<file path="config.mk">
export PLATFORM = sky130hd
export DESIGN_NAME = positional_list_insert_delete_top
export DESIGN_NICKNAME = d
export VERILOG_FILES = /design/src/design/pli_pkg.sv /design/src/design/pli_dpath.sv /design/src/design/pli_ctrl.sv /design/src/design/positional_list_insert_delete_top.sv
export SDC_FILE = /design/constraint.sdc
export NUM_CORES = 2
export LEC_CHECK = 0
export ABC_AREA = 0
export BUFFER_PORTS_ARGS = -buffer_cell sky130_fd_sc_hd__buf_2
export CORE_MARGIN = 8
export CORE_UTILIZATION = 44
export DETAILED_ROUTE_END_ITERATION = 10
export PLACE_DENSITY_LB_ADDON = 0.25
export SLEW_MARGIN = 20
export SYNTH_ARGS = -nofsm -noshare
export SYNTH_HDL_FRONTEND = slang
export SYNTH_SLANG_ARGS = --single-unit
</file>
<file path="constraint.sdc">
create_clock -name clk -period 6.85 [get_ports clk]
set_input_delay 1.0275 -clock clk [delete_from_list [all_inputs] [get_ports clk]]
set_output_delay 1.0275 -clock clk [all_outputs]
set_load 0.03 [all_outputs]
</file>
<file path="src/design/pli_pkg.sv">
// shared types and constants for the positional list block
package pli_pkg;

  localparam int CAPACITY_DEF = 16;
  localparam int ELEM_W_DEF   = 32;

  localparam int REQ_W      = 2;
  localparam int POS_W      = 5;
  localparam int VAL_W      = 32;
  localparam int STATUS_W   = 2;
  localparam int ELEM_OUT_W = 32;
  localparam int INDEX_W    = 4;
  localparam int COUNT_W    = 5;

  typedef enum logic [REQ_W-1:0] {
    REQ_LIST = 2'd0,
    REQ_INS  = 2'd1,
    REQ_DEL  = 2'd2,
    REQ_NONE = 2'd3
  } req_t;

  typedef enum logic [STATUS_W-1:0] {
    ST_OK    = 2'd0,
    ST_FULL  = 2'd1,
    ST_RANGE = 2'd2,
    ST_EMPTY = 2'd3
  } status_t;

  typedef enum logic [1:0] {
    OP_HOLD = 2'd0,
    OP_INS  = 2'd1,
    OP_DEL  = 2'd2,
    OP_ROT  = 2'd3
  } cell_op_t;

  // controller to datapath
  typedef struct packed {
    logic     req_load;
    cell_op_t op;
    logic     out_load;
    status_t  status;
    logic     last;
    logic     elem_sel;
    logic     idx_clr;
    logic     idx_inc;
  } pli_cmd_t;

  // datapath to controller
  typedef struct packed {
    req_t req_type;
    logic full;
    logic empty;
    logic ins_ok;
    logic del_ok;
    logic idx_last;
    logic out_valid;
  } pli_stat_t;

endpackage

</file>
<file path="src/design/pli_dpath.sv">
// datapath: request register, shifting cell chain, count, list index and output register
module pli_dpath #(
  parameter int CAPACITY      = pli_pkg::CAPACITY_DEF,
  parameter int ELEMENT_WIDTH = pli_pkg::ELEM_W_DEF
) (
  input  logic                          clk,
  input  logic                          rst_n,
  input  pli_pkg::pli_cmd_t             cmd,
  output pli_pkg::pli_stat_t            stat,
  input  logic [pli_pkg::REQ_W-1:0]     in_req_type,
  input  logic [pli_pkg::POS_W-1:0]     in_position,
  input  logic [pli_pkg::VAL_W-1:0]     in_value,
  input  logic                          out_stall,
  output logic                          out_valid,
  output logic [pli_pkg::STATUS_W-1:0]  out_status,
  output logic [pli_pkg::ELEM_OUT_W-1:0] out_element,
  output logic [pli_pkg::INDEX_W-1:0]   out_index,
  output logic                          out_last,
  output logic [pli_pkg::COUNT_W-1:0]   out_count
);
  import pli_pkg::*;

  localparam int CW   = $clog2(CAPACITY + 1);
  localparam int CMPW = (CW > POS_W) ? CW : POS_W;

  req_t                     req_type_r;
  logic [POS_W-1:0]         req_pos_r;
  logic [ELEMENT_WIDTH-1:0] req_val_r;

  logic [CW-1:0] occ_r, occ_nxt;
  logic [CW-1:0] idx_r;

  logic [ELEMENT_WIDTH-1:0] cells_r   [CAPACITY];
  logic [ELEMENT_WIDTH-1:0] cells_nxt [CAPACITY];
  logic [ELEMENT_WIDTH-1:0] up_w      [CAPACITY];
  logic [ELEMENT_WIDTH-1:0] dn_w      [CAPACITY];

  logic                   out_valid_r;
  logic [STATUS_W-1:0]    out_status_r;
  logic [ELEM_OUT_W-1:0]  out_element_r;
  logic [INDEX_W-1:0]     out_index_r;
  logic                   out_last_r;
  logic [COUNT_W-1:0]     out_count_r;

  logic [CMPW-1:0] pos_ext, occ_ext;

  assign pos_ext = CMPW'(req_pos_r);
  assign occ_ext = CMPW'(occ_r);

  // neighbor taps of each cell
  for (genvar g = 0; g < CAPACITY; g++) begin : g_tap
    if (g == CAPACITY - 1) begin : g_top
      assign up_w[g] = cells_r[g];
    end else begin : g_mid
      assign up_w[g] = cells_r[g+1];
    end
    if (g == 0) begin : g_bot
      assign dn_w[g] = cells_r[g];
    end else begin : g_low
      assign dn_w[g] = cells_r[g-1];
    end
  end

  always_comb begin
    for (int i = 0; i < CAPACITY; i++) begin
      cells_nxt[i] = cells_r[i];
      case (cmd.op)
        OP_INS: begin
          if (CMPW'(i) > pos_ext) cells_nxt[i] = dn_w[i];
          else if (CMPW'(i) == pos_ext) cells_nxt[i] = req_val_r;
        end
        OP_DEL: begin
          if (CMPW'(i) >= pos_ext) cells_nxt[i] = up_w[i];
        end
        OP_ROT: begin
          // rotate occupied entries down by one, entry 0 wraps to the top
          if (CMPW'(i) + CMPW'(1) == occ_ext) cells_nxt[i] = cells_r[0];
          else if (CMPW'(i) < occ_ext) cells_nxt[i] = up_w[i];
        end
        default: cells_nxt[i] = cells_r[i];
      endcase
    end
  end

  always_comb begin
    case (cmd.op)
      OP_INS:  occ_nxt = occ_r + CW'(1);
      OP_DEL:  occ_nxt = occ_r - CW'(1);
      default: occ_nxt = occ_r;
    endcase
  end

  always_comb begin
    stat.req_type  = req_type_r;
    stat.full      = (occ_r == CW'(CAPACITY));
    stat.empty     = (occ_r == '0);
    stat.ins_ok    = (pos_ext <= occ_ext);
    stat.del_ok    = (pos_ext < occ_ext);
    stat.idx_last  = (({1'b0, idx_r} + (CW+1)'(1)) == {1'b0, occ_r});
    stat.out_valid = out_valid_r;
  end

  always_ff @(posedge clk) begin
    if (!rst_n) begin
      occ_r       <= '0;
      idx_r       <= '0;
      out_valid_r <= 1'b0;
    end else begin
      occ_r <= occ_nxt;
      if (cmd.idx_clr) begin
        idx_r <= '0;
      end else if (cmd.idx_inc) begin
        idx_r <= idx_r + CW'(1);
      end
      if (cmd.out_load) begin
        out_valid_r <= 1'b1;
      end else if (!out_stall) begin
        out_valid_r <= 1'b0;
      end
    end
  end

  always_ff @(posedge clk) begin
    if (cmd.req_load) begin
      req_type_r <= req_t'(in_req_type);
      req_pos_r  <= in_position;
      req_val_r  <= ELEMENT_WIDTH'(in_value);
    end
    if (cmd.out_load) begin
      out_status_r  <= cmd.status;
      out_element_r <= cmd.elem_sel ? ELEM_OUT_W'(cells_r[0]) : '0;
      out_index_r   <= cmd.elem_sel ? INDEX_W'(idx_r) : '0;
      out_last_r    <= cmd.last;
      out_count_r   <= COUNT_W'(occ_nxt);
    end
    for (int i = 0; i < CAPACITY; i++) begin
      cells_r[i] <= cells_nxt[i];
    end
  end

  assign out_valid   = out_valid_r;
  assign out_status  = out_status_r;
  assign out_element = out_element_r;
  assign out_index   = out_index_r;
  assign out_last    = out_last_r;
  assign out_count   = out_count_r;

endmodule

</file>
<file path="src/design/pli_ctrl.sv">
// controller: request sequencing, error checks and list streaming
module pli_ctrl (
  input  logic               clk,
  input  logic               rst_n,
  input  logic               in_valid,
  output logic               in_stall,
  input  logic               out_stall,
  input  pli_pkg::pli_stat_t stat,
  output pli_pkg::pli_cmd_t  cmd
);
  import pli_pkg::*;

  typedef enum logic [1:0] {
    S_IDLE,
    S_EXEC,
    S_LIST
  } state_t;

  state_t state_r, state_nxt;
  logic   out_free;
  logic   done;

  always_comb begin
    cmd          = '0;
    cmd.op       = OP_HOLD;
    cmd.status   = ST_OK;
    done         = 1'b0;
    out_free     = !stat.out_valid || !out_stall;

    if (state_r != S_IDLE && out_free) begin
      cmd.out_load = 1'b1;
      cmd.last     = 1'b1;
      case (stat.req_type)
        REQ_LIST: begin
          if (stat.empty) begin
            cmd.status = ST_EMPTY;
            done       = 1'b1;
          end else begin
            cmd.elem_sel = 1'b1;
            cmd.op       = OP_ROT;
            cmd.last     = stat.idx_last;
            if (stat.idx_last) begin
              done = 1'b1;
            end else begin
              cmd.idx_inc = 1'b1;
            end
          end
        end
        REQ_INS: begin
          done = 1'b1;
          if (stat.full) begin
            cmd.status = ST_FULL;
          end else if (!stat.ins_ok) begin
            cmd.status = ST_RANGE;
          end else begin
            cmd.op = OP_INS;
          end
        end
        REQ_DEL: begin
          done = 1'b1;
          if (stat.empty) begin
            cmd.status = ST_EMPTY;
          end else if (!stat.del_ok) begin
            cmd.status = ST_RANGE;
          end else begin
            cmd.op = OP_DEL;
          end
        end
        default: begin
          done = 1'b1;
        end
      endcase
    end

    cmd.idx_clr  = done;
    in_stall     = !(state_r == S_IDLE || done);
    cmd.req_load = in_valid && !in_stall;

    state_nxt = state_r;
    case (state_r)
      S_IDLE: begin
        if (cmd.req_load) state_nxt = S_EXEC;
      end
      S_EXEC, S_LIST: begin
        if (done) begin
          state_nxt = cmd.req_load ? S_EXEC : S_IDLE;
        end else if (cmd.out_load) begin
          state_nxt = S_LIST;
        end
      end
      default: state_nxt = S_IDLE;
    endcase
  end

  always_ff @(posedge clk) begin
    if (!rst_n) begin
      state_r <= S_IDLE;
    end else begin
      state_r <= state_nxt;
    end
  end

endmodule

</file>
<file path="src/design/positional_list_insert_delete_top.sv">
// top level of the positional list block: controller plus datapath
//
// keeps an ordered list of up to CAPACITY words and serves list, insert
// and delete requests that arrive on the in_ channel
// in_ channel: one transfer per request (type, position, value)
// out_ channel: one transfer per result (status, element, index, last, count)
// insert, delete and unused request types give exactly one result;
// a list request gives one result per occupied entry, or one empty
// result, with last set on the final one
// a request is captured in the request register, and its result then
// in the output register
// throughput: one insert or delete per cycle unless the receiver stalls;
// a list request holds the input side until its last result, as it
// streams entry 0 of the cell chain and rotates the occupied entries
// once per result; insert and delete shift the chain from the position up
// reset empties the list and drops any pending request or result
// when the receiver stalls, the output register holds its result and the
// request register takes at most one more request before in_stall rises
module positional_list_insert_delete_top #(
  parameter int CAPACITY      = pli_pkg::CAPACITY_DEF,
  parameter int ELEMENT_WIDTH = pli_pkg::ELEM_W_DEF
) (
  input  logic                           clk,
  input  logic                           rst_n,
  input  logic                           in_valid,
  output logic                           in_stall,
  input  logic [pli_pkg::REQ_W-1:0]      in_req_type,
  input  logic [pli_pkg::POS_W-1:0]      in_position,
  input  logic [pli_pkg::VAL_W-1:0]      in_value,
  output logic                           out_valid,
  input  logic                           out_stall,
  output logic [pli_pkg::STATUS_W-1:0]   out_status,
  output logic [pli_pkg::ELEM_OUT_W-1:0] out_element,
  output logic [pli_pkg::INDEX_W-1:0]    out_index,
  output logic                           out_last,
  output logic [pli_pkg::COUNT_W-1:0]    out_count
);
  import pli_pkg::*;

  // command and status between controller and datapath
  pli_cmd_t  cmd;
  pli_stat_t stat;

  // sequencing: request acceptance, error checks, list streaming
  pli_ctrl u_ctrl (
    .clk       (clk),
    .rst_n     (rst_n),
    .in_valid  (in_valid),
    .in_stall  (in_stall),
    .out_stall (out_stall),
    .stat      (stat),
    .cmd       (cmd)
  );

  // storage: request register, cell chain, count and output register
  pli_dpath #(
    .CAPACITY      (CAPACITY),
    .ELEMENT_WIDTH (ELEMENT_WIDTH)
  ) u_dpath (
    .clk         (clk),
    .rst_n       (rst_n),
    .cmd         (cmd),
    .stat        (stat),
    .in_req_type (in_req_type),
    .in_position (in_position),
    .in_value    (in_value),
    .out_stall   (out_stall),
    .out_valid   (out_valid),
    .out_status  (out_status),
    .out_element (out_element),
    .out_index   (out_index),
    .out_last    (out_last),
    .out_count   (out_count)
  );

endmodule
</file>
== Word-level counts from Yosys, hierarchy flattened ==
Memory sizes are Yosys's and may differ from the RTL's.
Cells that the tools add are included.
W data, S select, Z words.
Word-level totals
  register bits after elaboration: 96
  latch bits: 0
  bits in writable memories: 512
  ROM bits: 0
  bits of input ports: 43
  output and inout bits: 46
  word-level logic and storage cells: 249
  memories kept: 1
Operators by class
  add/sub/neg operators: 4
  multiply operators: 0
  div/mod/pow operators: 0
  magnitude comparators: 48
  eq/ne operators: 43
  shift-type cells: 0
  multiplexer cells: 125
  bitwise gates (word level): 1
  reductions and logical operators: 15
Memories
  u_dpath.cells_r: depth 16, width 32, read ports 16, clocked after Yosys merged registers in 0, wr ports 16, line pli_dpath.sv:33  | logic [ELEMENT_WIDTH-1:0] cells_r [CAPACITY];
Operators by type and width (number)
  $mux W32: 78
  $pmux W32 S3: 15
  $eq A4 B5 Y1 const A: 16
  $pmux W32 S2: 1
  $eq A3 B5 Y1 const A: 8
  $gt A4 B5 Y1 const A: 8
  $ge A4 B5 Y1 const A: 7
  $lt A4 B5 Y1 const A: 7
  $mux W2: 13
  $eq A2 B5 Y1 const A: 4
  $ge A3 B5 Y1 const A: 4
  $gt A3 B5 Y1 const A: 4
  $lt A3 B5 Y1 const A: 4
  $mux W1: 13
  $pmux W2 S3: 2
  $add A5 B1 Y5 const B: 2
  $eq A1 B5 Y1 const A: 2
  $ge A1 B5 Y1 const A: 2
  $ge A2 B5 Y1 const A: 2
  $gt A1 B5 Y1 const A: 2
  $gt A2 B5 Y1 const A: 2
  $logic_not A5 Y1: 2
  $lt A1 B5 Y1 const A: 2
  $lt A2 B5 Y1 const A: 2
  other kinds (23): 34

== Longest topological paths before layout ==
  depth in word-level cells: 11
  gate-level depth with buffers: 19
  gate-level depth less buffers: 15

== Modules after synthesis ==
Synthesis repeated with hierarchy kept, for this count alone.
Unflattened totals
  cell total of the unflattened synthesis: 3107
  area total of the unflattened synthesis: 35856.9 um^2
By module, submodules not included
  pli_dpath: instances 1, cells each 3065, area each 35560.4 um^2, seq. area each 18087.3 um^2
  pli_ctrl: instances 1, cells each 42, area each 296.5 um^2, seq. area each 40.0 um^2

== Worst setup path after synthesis ==
Ideal clock, no wire load.
  path kind: in2reg
  start point: input port out_stall
  end point: memory u_dpath.cells_r[7][0] in the netlist's numbering, enable pin
  setup time: 470 ps
  arrival time: 5135 ps
  data required time: 6380 ps
  path slack: 1245 ps
  stages: 8
  path buffers: 3
  cells stage by stage: a21o_1 -> clkbuf_1 -> nor4_1 -> ha_1 -> clkbuf_1 -> clkbuf_1 -> a21oi_1 -> a211oi_1
RTL lines
  from (decl): line positional_list_insert_delete_top.sv:31  | input logic out_stall,
  to (decl): line pli_dpath.sv:33

==> impl_metrics.tcl <==
set metrics [dict create \
    via_per_inst 6.57 \
    setup.worst_path.end_class "register" \
    drt_wl_total_mm 125 \
    tightest_slew_ns 1.25 \
    cp_slowest_stage_delay_ns 0.75 \
    synth_area_leaders "edfxtp_1, mux2_2, mux2i_1" \
    ctsRootBufferMaster "clkbuf_16" \
    drt_iter0_drc 4040 \
    worst_ep_required_time_ns 7.20 \
    rsz0062_at_grt "no" \
    cp_max_fo 36 \
    insertion_delay_ns 0.63 \
    grt.overflow.total 0 \
    ys_ff_latch 608 \
    syn_area_um2 36900 \
    path_buf_inv 2 \
    synthDistinctLibCells 69 \
    synth-async-reset-ratio_pct 0 \
    maxSlewHeadroom_pct 16.7 \
    drc 0 \
    core_um2 83400 \
    cts.repair.resized 0 \
    status "complete, no violations" \
    ant_nets 0 \
    post_drt_wl_per_cell_um 28.4 \
    hold_start "u_dpath.out_valid" \
    power_leakage_nw 13.9 \
    cp-start-kind "register" \
    track_usage_pct 25.4 \
    initial_utilization_pct 44.3 \
    cts_buffer_depth 3 \
    hold_class "reg -> reg" \
    max_cap_viol_count 0 \
    fmax_mhz 191 \
    worstHoldPathCells 2 \
    num_io_pins 89 \
    min_to "u_dpath.out_valid" \
    rrSetupSlack_ns 1.60 \
    cp_top_family "simple AND/OR/NAND/NOR gates" \
    n_fill_cell 7501 \
    cts.repair_timing.setup_buffer_count 0 \
    synthCells 3384 \
    cts_buffers 74 \
    hold_viol 0 \
    synth_most_common_cell "edfxtp_1" \
    cts_sinks 608 \
    fp.dieW_um 306 \
    area_growth_pct 9.77 \
    netlist.area_leader.share_pct 48.4 \
    cp.arrival_ns 5.60 \
    syn_avg_cell_area_um2 10.9 \
    path_class "reg -> reg" \
    syn-num-nets 3445 \
    place_inst 4264 \
    finalSetupViolCount 0 \
    placementRows 106 \
    grt_max_degree 202 \
    path_cells "inv_2 -> ha_1 -> nor2b_1 -> o21ai_0 -> a21oi_1 -> nor2_1 -> nor2b_1 -> nor4_1 -> ha_4 -> or2_4 -> nor2_1 -> nand2_1 -> buf_4 -> a21oi_1 -> a221o_1" \
    synth.yosys.seq_area_share_pct 49.1 \
    finalPower_w 0.00899 \
    die_area_um2 93500 \
    stdcell_count 4394 \
    htree_levels 3 \
    vdd_drop_max_mv 0.163 \
    nets 3322 \
    skew_ns 0.0361 \
    synth_edf_count 595 \
    min_period_ns 5.25 \
    postCtsHoldBufs 0 \
    synthTopCellsByCount "edfxtp_1, nand2_1, mux2_2" \
    die_h_um 306 \
    place_congestion 0.814 \
    period_share_pct 76.6 \
    slowest_stage "dfxtp_1" \
    maxSlewViolCount 0 \
    antenna_found_initial 3 \
    dpl.hpwl_mm 66.2 \
    io_buffers 88 \
    grt_pass1_vias 27291 \
    cts.clk_slew.worst_paths_ns 0.06 \
    grt_pass1_wl_mm 183 \
    routed-via-count 28888 \
    diodes 0 \
    yosysWarnings 0 \
    drive_gt1_share_pct 18.6 \
    p_per_area_nw_per_um2 222 \
    r2r-end "u_dpath.cells_r[13][12]" \
    drt_first_pass_iters 7 \
    r2r-start "u_dpath.occ_ext[1]" \
    cts_tree "yes" \
    finalSetupTns_ns 0 \
    reg2reg_depth 15 \
    synthFlopType "edfxtp_1" \
    yosysTopAreaCell "edfxtp_1" \
]
-- per-stage QoR --
stage	hold WS, ns	setup WS, ns	area, um^2	utilization, %
6_report	0.498	1.60	40500	48.6
5_1_grt	0.543	1.25	40500	48.6
4_1_cts	0.502	1.55	40500	48.6
3_5_place_dp	0.492	1.56	38300	45.9
3_3_place_gp	0.465	1.65	38300	45.9
2_1_floorplan	0.516	1.25	36900	-
-- worst max-delay path by stage --
stage | from | slack [ns] | to | cells after the start
2_1_floorplan | out_stall | 1.25 | u_dpath.cells_r[7][0] | 8
3_3_place_gp | u_dpath.occ_ext[1] | 1.65 | u_dpath.cells_r[9][20] | 13
3_5_place_dp | u_dpath.occ_ext[1] | 1.56 | u_dpath.cells_r[9][20] | 13
4_1_cts | u_dpath.occ_ext[1] | 1.55 | u_dpath.cells_r[9][20] | 13
5_1_grt | u_dpath.occ_ext[1] | 1.25 | u_dpath.cells_r[13][12] | 15
6_report | u_dpath.occ_ext[1] | 1.60 | u_dpath.cells_r[13][12] | 15
-- layout make-up --
cell class              instances  area [um^2]  share of cell area [%]
repair buffers                167         1140                    2.80
multi-input cells            2364        17500                    43.3
clock inverters                35          248                   0.611
clock buffers                  94         1970                    4.86
well taps                    1080         1350                    3.33
inverters                      46          173                   0.426
flip-flops and latches        608        18100                    44.7
-- layout by cell type, fill, tap and decap left out, types with 76 or more instances in the layout --
master	instances
a21oi_1	220
a221o_1	210
a22oi_1	207
buf_2	88
clkbuf_16	76
edfxtp_1	595
mux2_1	123
mux2_2	292
mux2i_1	239
nand2_1	534
o21ai_0	241
-- metal layers --
layer	GRT usage (%)	wire (um)	vias up
met4	8.07	3580	0
met1	35.3	53300	14352
met2	39.2	55900	1581
met5	0	0	-
met3	5.96	12200	227
li1	-	-	12728
-- power by group --
part / leakage (nW) / internal (W) / switching [W]
clock network: 1.08 / 0.00214 / 0.00161
registers: 5.52 / 0.00422 / 0.000133
logic: 7.28 / 0.000353 / 0.000528
-- logic make-up after synthesis --
kind of cell | after synthesis | synth area share, %
buffers and inverters | 412 | 4.57
AOI/OAI and AO/OA | 994 | 18.7
adders and majority gates | 18 | 0.610
and+or+nand+nor | 690 | 7.77
muxes | 654 | 19.1
xor gates and xnor gates | 8 | 0.190
DFF | 608 | 49.1
-- state kept, by name (all words and copies together), names as in the netlist --
signal	count
u_dpath.out_count	5
u_dpath.req_val_r	32
u_dpath.idx_r	5
u_ctrl.state_r	2
u_dpath.out_status	2
u_dpath.cells_r	512
u_dpath.occ_ext	5
u_dpath.out_valid	1
u_dpath.req_type_r	2
u_dpath.out_element	32
u_dpath.out_index	4
u_dpath.out_last	1
u_dpath.pos_ext	5
-- worst min-delay path: stages (launching register included) --
cell and delay, ns:
dfxtp_1 0.32, nand2_1 0.06, a21boi_0 0.07
Note: power is estimated with default switching activity, not from simulation.
